`src/rtl/pua_pkg.sv`:
```
// ----------------------------------------------------------------------------
// pua_pkg - shared types, constants and trig table for the polar unwarp
// address generator: request/result structs, register indexes, and the
// quarter-wave sine table in Q1.16.
// ----------------------------------------------------------------------------
`default_nettype none

package pua_pkg;

  localparam int PAN_WIDTH  = 360;
  localparam int PAN_HEIGHT = 256;
  localparam int MAX_OFFSET = 3145727;

  localparam int ANGLE_W  = 9;
  localparam int RADIUS_W = 8;
  localparam int OFFSET_W = 22;
  localparam int WIDTH_W  = 11;
  localparam int CENTER_W = 10;
  localparam int CFG_IDX_W  = 3;
  localparam int CFG_DATA_W = 11;

  // register indexes
  localparam logic [CFG_IDX_W-1:0] CFG_IMAGE_WIDTH  = 3'd0;
  localparam logic [CFG_IDX_W-1:0] CFG_IMAGE_HEIGHT = 3'd1;
  localparam logic [CFG_IDX_W-1:0] CFG_CENTER_X     = 3'd2;
  localparam logic [CFG_IDX_W-1:0] CFG_CENTER_Y     = 3'd3;

  localparam logic [WIDTH_W-1:0]  RST_IMAGE_WIDTH  = 11'd640;
  localparam logic [WIDTH_W-1:0]  RST_IMAGE_HEIGHT = 11'd480;
  localparam logic [CENTER_W-1:0] RST_CENTER_X     = 10'd320;
  localparam logic [CENTER_W-1:0] RST_CENTER_Y     = 10'd240;

  typedef struct packed {
    logic [ANGLE_W-1:0]  angle_deg;
    logic [RADIUS_W-1:0] radius;
  } in_t;

  typedef struct packed {
    logic [OFFSET_W-1:0] byte_offset;
    logic                out_of_range;
  } out_t;

  // folded table index and sign of a quadrant
  typedef struct packed {
    logic       neg;
    logic [6:0] idx;
  } trig_idx_t;

  typedef logic [0:127][16:0] sin_tab_t;

  // ---- table generator, evaluated at elaboration only ----
  localparam logic [63:0] Q60_PI   = 64'h3243F6A8885A308D;
  localparam logic [63:0] Q60_STEP = Q60_PI / 64'd180;

  localparam logic [63:0] TAYLOR_DIV [1:13] = '{
    64'd6,   64'd20,  64'd42,  64'd72,  64'd110, 64'd156, 64'd210,
    64'd272, 64'd342, 64'd420, 64'd506, 64'd600, 64'd702
  };

  // (a*b) >> 60 for Q4.60 operands below 2^62
  function automatic logic [63:0] mul_q60(input logic [63:0] a, input logic [63:0] b);
    logic [63:0] ah;
    logic [63:0] al;
    logic [63:0] bh;
    logic [63:0] bl;
    logic [63:0] mid;
    ah  = a >> 32;
    al  = a & 64'hFFFF_FFFF;
    bh  = b >> 32;
    bl  = b & 64'hFFFF_FFFF;
    mid = ah * bl + al * bh + ((al * bl) >> 32);
    return ah * bh * 64'd16 + (mid >> 28);
  endfunction

  function automatic logic [16:0] quarter_sin(input int unsigned d);
    logic [63:0] x;
    logic [63:0] x2;
    logic [63:0] term;
    logic [63:0] sum;
    logic [63:0] rnd;
    x    = Q60_STEP * 64'(d);
    x2   = mul_q60(x, x);
    term = x;
    sum  = x;
    for (int k = 1; k <= 13; k++) begin
      term = mul_q60(term, x2) / TAYLOR_DIV[k];
      if ((k % 2) == 1) sum = sum - term;
      else sum = sum + term;
    end
    rnd = (sum + (64'd1 << 43)) >> 44;
    return rnd[16:0];
  endfunction

  function automatic sin_tab_t build_sin_tab();
    sin_tab_t t;
    for (int d = 0; d < 128; d++) begin
      t[d] = (d <= 90) ? quarter_sin(d) : 17'd0;
    end
    return t;
  endfunction

  localparam sin_tab_t SIN_TAB = build_sin_tab();

  // fold an angle in degrees onto the first quadrant
  function automatic trig_idx_t fold_angle(input logic [ANGLE_W-1:0] a);
    trig_idx_t   t;
    logic [ANGLE_W-1:0] v;
    t.neg = 1'b0;
    if (a <= 9'd90) begin
      v = a;
    end else if (a <= 9'd180) begin
      v = 9'd180 - a;
    end else if (a <= 9'd270) begin
      v = a - 9'd180;
      t.neg = 1'b1;
    end else begin
      v = 9'd360 - a;
      t.neg = 1'b1;
    end
    t.idx = v[6:0];
    return t;
  endfunction

  function automatic logic signed [17:0] trig_value(input trig_idx_t t);
    logic signed [17:0] v;
    v = signed'({1'b0, SIN_TAB[t.idx]});
    return t.neg ? -v : v;
  endfunction

endpackage

`default_nettype wire

```
`src/rtl/polar_unwarp_address_generator_top.sv`:
```
// Throughput: one request per cycle while the output is not stalled; four
// register stages (trig lookup, multiply by radius, bounds check with row
// multiply, offset sum) each with its own valid bit, so a stalled output
// holds only the stages behind it.
// Reset: synchronous active-low; clears all valid bits and restores the
// image geometry registers to 640x480 with center 320,240.
// ----------------------------------------------------------------------------
// polar_unwarp_address_generator_top - panorama coordinate to RGB byte offset
// Maps (angle, radius) to x = cx + floor(r*cos), y = cy + floor(r*sin) and
// the byte offset (x + y*width)*3, flagging points outside the image.
// ----------------------------------------------------------------------------
`default_nettype none

module polar_unwarp_address_generator_top
  import pua_pkg::*;
(
  input  wire logic                  clk,
  input  wire logic                  rst_n,
  input  wire logic                  in_valid,
  output logic                       in_ready,
  input  wire in_t                   in_data,
  output logic                       out_valid,
  input  wire logic                  out_ready,
  output out_t                       out_data,
  input  wire logic                  cfg_valid,
  output logic                       cfg_ready,
  input  wire logic [CFG_IDX_W-1:0]  cfg_index,
  input  wire logic [CFG_DATA_W-1:0] cfg_data
);

  // geometry registers
  logic [WIDTH_W-1:0]  width_r;
  logic [WIDTH_W-1:0]  height_r;
  logic [CENTER_W-1:0] cx_r;
  logic [CENTER_W-1:0] cy_r;

  assign cfg_ready = 1'b1;

  always_ff @(posedge clk) begin
    if (!rst_n) begin
      width_r  <= RST_IMAGE_WIDTH;
      height_r <= RST_IMAGE_HEIGHT;
      cx_r     <= RST_CENTER_X;
      cy_r     <= RST_CENTER_Y;
    end else if (cfg_valid) begin
      unique case (cfg_index)
        CFG_IMAGE_WIDTH:  width_r  <= cfg_data;
        CFG_IMAGE_HEIGHT: height_r <= cfg_data;
        CFG_CENTER_X:     cx_r     <= cfg_data[CENTER_W-1:0];
        CFG_CENTER_Y:     cy_r     <= cfg_data[CENTER_W-1:0];
        default: ;
      endcase
    end
  end

  // stage valids and ready chain
  logic v1_r, v2_r, v3_r;
  logic rdy1, rdy2, rdy3, rdy4;

  assign rdy4     = !out_valid || out_ready;
  assign rdy3     = !v3_r || rdy4;
  assign rdy2     = !v2_r || rdy3;
  assign rdy1     = !v1_r || rdy2;
  assign in_ready = rdy1;

  // ---- stage 1: trig lookup ----
  logic [ANGLE_W:0]   cos_ang;
  logic [ANGLE_W-1:0] cos_fold;
  logic               bad_in;

  always_comb begin
    cos_ang  = {1'b0, in_data.angle_deg} + 10'd90;
    if (cos_ang >= 10'(PAN_WIDTH)) cos_ang = cos_ang - 10'(PAN_WIDTH);
    cos_fold = cos_ang[ANGLE_W-1:0];
    bad_in   = ({1'b0, in_data.angle_deg} >= 10'(PAN_WIDTH)) ||
               ({2'b0, in_data.radius} >= 10'(PAN_HEIGHT));
  end

  logic signed [17:0]  sin1_r, cos1_r;
  logic [RADIUS_W-1:0] rad1_r;
  logic                bad1_r;

  always_ff @(posedge clk) begin
    if (!rst_n) v1_r <= 1'b0;
    else if (rdy1) v1_r <= in_valid;
  end

  always_ff @(posedge clk) begin
    if (rdy1 && in_valid) begin
      sin1_r <= trig_value(fold_angle(in_data.angle_deg));
      cos1_r <= trig_value(fold_angle(cos_fold));
      rad1_r <= in_data.radius;
      bad1_r <= bad_in;
    end
  end

  // ---- stage 2: scale by radius, floor, add center ----
  logic signed [26:0] px, py;
  logic signed [11:0] x2_nxt, y2_nxt;

  always_comb begin
    px     = 27'(signed'({1'b0, rad1_r})) * 27'(cos1_r);
    py     = 27'(signed'({1'b0, rad1_r})) * 27'(sin1_r);
    // arithmetic shift floors toward minus infinity
    x2_nxt = signed'({2'b0, cx_r}) + 12'(px >>> 16);
    y2_nxt = signed'({2'b0, cy_r}) + 12'(py >>> 16);
  end

  logic signed [11:0] x2_r, y2_r;
  logic               bad2_r;

  always_ff @(posedge clk) begin
    if (!rst_n) v2_r <= 1'b0;
    else if (rdy2) v2_r <= v1_r;
  end

  always_ff @(posedge clk) begin
    if (rdy2 && v1_r) begin
      x2_r   <= x2_nxt;
      y2_r   <= y2_nxt;
      bad2_r <= bad1_r;
    end
  end

  // ---- stage 3: bounds check and row multiply ----
  logic                bad3_nxt;
  logic [OFFSET_W-1:0] row3_nxt;

  always_comb begin
    bad3_nxt = bad2_r || x2_r[11] || y2_r[11] ||
               (x2_r[10:0] >= width_r) || (y2_r[10:0] >= height_r);
    row3_nxt = {11'b0, y2_r[10:0]} * {11'b0, width_r};
  end

  logic [WIDTH_W-1:0]  x3_r;
  logic [OFFSET_W-1:0] row3_r;
  logic                bad3_r;

  always_ff @(posedge clk) begin
    if (!rst_n) v3_r <= 1'b0;
    else if (rdy3) v3_r <= v2_r;
  end

  always_ff @(posedge clk) begin
    if (rdy3 && v2_r) begin
      x3_r   <= x2_r[10:0];
      row3_r <= row3_nxt;
      bad3_r <= bad3_nxt;
    end
  end

  // ---- stage 4: offset = (x + y*w)*3, output register ----
  logic [23:0] pix_sum;
  logic [25:0] off_full;
  logic        bad4;

  always_comb begin
    pix_sum  = {2'b0, row3_r} + {13'b0, x3_r};
    off_full = {2'b0, pix_sum} + {1'b0, pix_sum, 1'b0};
    bad4     = bad3_r || (off_full > 26'(MAX_OFFSET));
  end

  logic out_valid_r;
  out_t out_data_r;

  always_ff @(posedge clk) begin
    if (!rst_n) out_valid_r <= 1'b0;
    else if (rdy4) out_valid_r <= v3_r;
  end

  always_ff @(posedge clk) begin
    if (rdy4 && v3_r) begin
      out_data_r.byte_offset  <= bad4 ? '0 : off_full[OFFSET_W-1:0];
      out_data_r.out_of_range <= bad4;
    end
  end

  assign out_valid = out_valid_r;
  assign out_data  = out_data_r;

  // ---- assertions ----
  a_flag_zero: assert property (@(posedge clk) disable iff (!rst_n)
    out_valid |-> (!out_data.out_of_range || out_data.byte_offset == '0))
    else $error("out_of_range result carries a nonzero offset");

  a_backpressure: assert property (@(posedge clk) disable iff (!rst_n)
    !in_ready |-> (out_valid && !out_ready && v1_r && v2_r && v3_r))
    else $error("input stalled while the pipeline has room");

  a_advance: assert property (@(posedge clk) disable iff (!rst_n)
    (v3_r && rdy4) |=> out_valid)
    else $error("stage 3 request lost on its way to the output");

  a_offset_bound: assert property (@(posedge clk) disable iff (!rst_n)
    out_valid |-> (out_data.byte_offset <= OFFSET_W'(MAX_OFFSET)))
    else $error("byte offset above the buffer size");

endmodule

`default_nettype wire
```
`config.mk`:
```
export PLATFORM = sky130hd
export DESIGN_NAME = polar_unwarp_address_generator_top
export DESIGN_NICKNAME = d
export VERILOG_FILES = /design/src/rtl/pua_pkg.sv /design/src/rtl/polar_unwarp_address_generator_top.sv
export SDC_FILE = /design/constraint.sdc
export NUM_CORES = 2
export LEC_CHECK = 0
export ABC_AREA = 1
export BUFFER_PORTS_ARGS = -buffer_cell sky130_fd_sc_hd__buf_4
export CORE_MARGIN = 10
export CORE_UTILIZATION = 49
export DETAILED_ROUTE_END_ITERATION = 8
export HOLD_SLACK_MARGIN = 0.1
export PLACE_DENSITY = 0.66
export SLEW_MARGIN = 40
export SYNTH_ARGS = -nofsm -noshare
export SYNTH_HDL_FRONTEND = slang
export SYNTH_SLANG_ARGS = --single-unit
```
`constraint.sdc`:
```
create_clock -name clk -period 10.3 [get_ports clk]
set_clock_uncertainty 0.1 [all_clocks]
set_input_delay 2.06 -clock clk [delete_from_list [all_inputs] [get_ports clk]]
set_output_delay 2.06 -clock clk [all_outputs]
set_load 0.01 [all_outputs]
```
==> run summary <==
Critical path class: in -> reg
Die Y: 261 microns
Worst-path clk slew: 70 ps
Fin util: 0.519
Least-Margin Pin Slew: 825 ps
Clock Path Buffers: 2
DRC: 0
Top cell by count, worst path: nand2_1
Met1 GRT Util: 0.305
Reg2reg setup slack: 3230 ps
Max-cap viol count: 0
GRT Residual Overflow: 0
Fin. max-slew vios: 0
I/O pin count: 62
FF+latch count, synth: 173
Synthesized Nets: 4489
Die X: 261 microns
Max stage delay on crit path: 510 ps
Layout fillers: 5712
Area Growth Syn to Fin: 5.25%
Synth Area in Compound Gates: 0.0863
Ys async rst share: 0
Hold Buf Count CTS: 0
Post-synth EDFFs: 127
Starting Density: 0.493
Layout cells sized above 1: 0.0540
Hold Path Class: reg -> reg
Root Buffer: clkbuf_16
1st-pass router iterations: 6
Setup TNS: 0 ps
Post-CTS Setup Inserts: 0
Synthesized cell area: 28400 sq um
Top_reg_cell synth: edfxtp_1
Crit-path max FO: 36
Mux cell area share after synthesis: 0
Crit-path slowest cell: a21oi_4
Gr usage total: 0.214
Fmax: 137 MHz
H-tree depth: 4
Met3 usage: 0.0302
XOR/XNOR Fraction of Synth Area: 0.0421
Cells after Synth: 3857
Port buffer count: 60
Final instance area: 29900 sq um
Sequential element share of the synthesized area: 0.167
Worst Setup Start Kind: input pin
Setup crit end kind: flip-flop
First-pass GRT wire length: 119000 microns
Vias: 23.7k
Overall routed net length: 71600 microns
Vias per cell: 5.18
Layer with the highest usage: met2
Diode count: 0
Die ar.: 68000 sq um
Met2 GRT Util: 0.335
Cts bufs inserted: 17
Post-DP HPWL: 56500 microns
Status: completed
Antenna violations before repair: 0
Final hold vios: 0
Clock sinks: 173
Post-Synth Adder-Cell Area: 0.345
Main combinational cell family by area after synthesis: adder cells
Yosys warning total: 0
Syn_area_per_cell: 7.37 sq um
Number of global-route vias before repair: 22.9k
Final min period: 7310 ps
Post_cts resized: 0
Required time worst endpoint: 10410 ps
Placement Cell Area: 29300 sq um
TritonCTS clock tree: done
Largest net degree at the start of global routing: 46
Antenna-violating nets left: 0
Max_slew headroom: 0.444
Top Family by Delay on Critical Path: simple AND/OR/NAND/NOR gates
RSZ-0062 raised after global routing: no
Clk_lat worst skew: 450 ps
CP Data Arrival Time: 7430 ps
Final net count: 4434
Synth Area in Simple Gates: 0.219
Synth cell types: 63
Drt wl/cell: 15.6 microns
FP Rows: 88
CP bufs+invs: 5
Initial DRC count: 1804
Final period util: 0.710
RePlAce Congestion: 0.970
Final setup viols: 0
CORE AREA: 57600 sq um
## per-stage QoR
stage / setup WS (ps) / instances / hold WS [ps]
global placement: 2340 / 4548 / 304
floorplan: 3850 / 3857 / 300
CTS: 3090 / 4580 / 324
detailed placement: 2620 / 4548 / 306
finish: 2990 / 4580 / 324
global route: 2450 / 4580 / 333
## cells by family after synthesis
group | count (synthesis)
buffers and inverters | 1032
AND/OR/NAND/NOR | 1487
XOR/XNOR | 135
flip-flops | 173
adder cells (fa/ha/maj) | 596
AO/OA/AOI/OAI | 433
other | 1
## cells in the final DEF (no fill, tap or decap), types with 5 or more instances in the layout
master     instances
nand2_1          965
inv_1            855
fa_1             312
ha_1             284
nor2_1           196
nand3_1          194
a21oi_1          175
o21ai_0          141
edfxtp_1         127
xor2_1            86
buf_4             81
xnor2_1           47
dfxtp_1           46
nand2_2           30
o211ai_1          30
nor3_1            26
nand4_1           23
clkbuf_16         17
inv_2             15
o21ai_1           12
o21bai_1          11
a31oi_1            9
nand3_2            9
nand2_4            8
a211oi_1           7
nor2_2             7
o21a_1             7
or2_2              6
nor4_1             5
nand3b_1           5
o22ai_1            5
clkinv_1           5
## area by class of cell
class                      count  area, sq um  area share
clock inverter                12          140     0.00469
sequential                   173         4730       0.158
clock buffer                  20          467      0.0156
timing repair buffer          81          608      0.0203
multi-input combinational   2652        19700       0.659
inverter                     877         3290       0.110
tap                          765          957      0.0320
## worst reg2reg max path, delay by kind of cell, from the launching register on
family          cells  cell delay [ps]
xor+xnor            2              320
buf+inv             6              650
simple gates        5              480
fa+ha+maj           6             2710
compound gates     13             2250
flops               1              330
## worst paths after layout
kind | cells after the start | endpoint | startpoint
worst min-delay path | 0 | bad2_r | bad1_r
worst min register to register | 0 | bad2_r | bad1_r
worst max-delay path | 35 | cos1_r[12] | in_data[11]
worst max register to register | 32 | x2_r[10] | rad1_r[2]
## Yosys cell counts (all sizes together) (9+ instances only)
library cell / count / area, sq um
a21oi: 180 / 920
dfxtp: 46 / 921
edfxtp: 127 / 3810
clkbuf: 111 / 442
nand4: 23 / 144
xor2: 88 / 786
o21ai: 154 / 771
buf: 44 / 268
ha: 284 / 3550
fa: 312 / 6250
o211ai: 30 / 225
nor2: 208 / 827
xnor2: 47 / 412
nand2: 1003 / 3900
nand3: 203 / 1060
o21bai: 12 / 101
a31oi: 9 / 56.3
inv: 870 / 3270
nor3: 27 / 140
## sequential cells by signal, summed over array words and instances, names as in the netlist, 11 cells and up
name	count
width_r	11
x2_r	12
x3_r	11
row3_r	22
out_data	23
sin1_r	18
cos1_r	18
y2_r	12
height_r	11
## metal layers
layer	vias to the layer above	wire length, microns
met5	-	0
met3	102	4440
met1	11200	33400
li1	11700	-
met2	720	32400
met4	0	1480
Power is not shown: default switching activity piles up to over one toggle a cycle in this logic, so the estimate is an artifact.
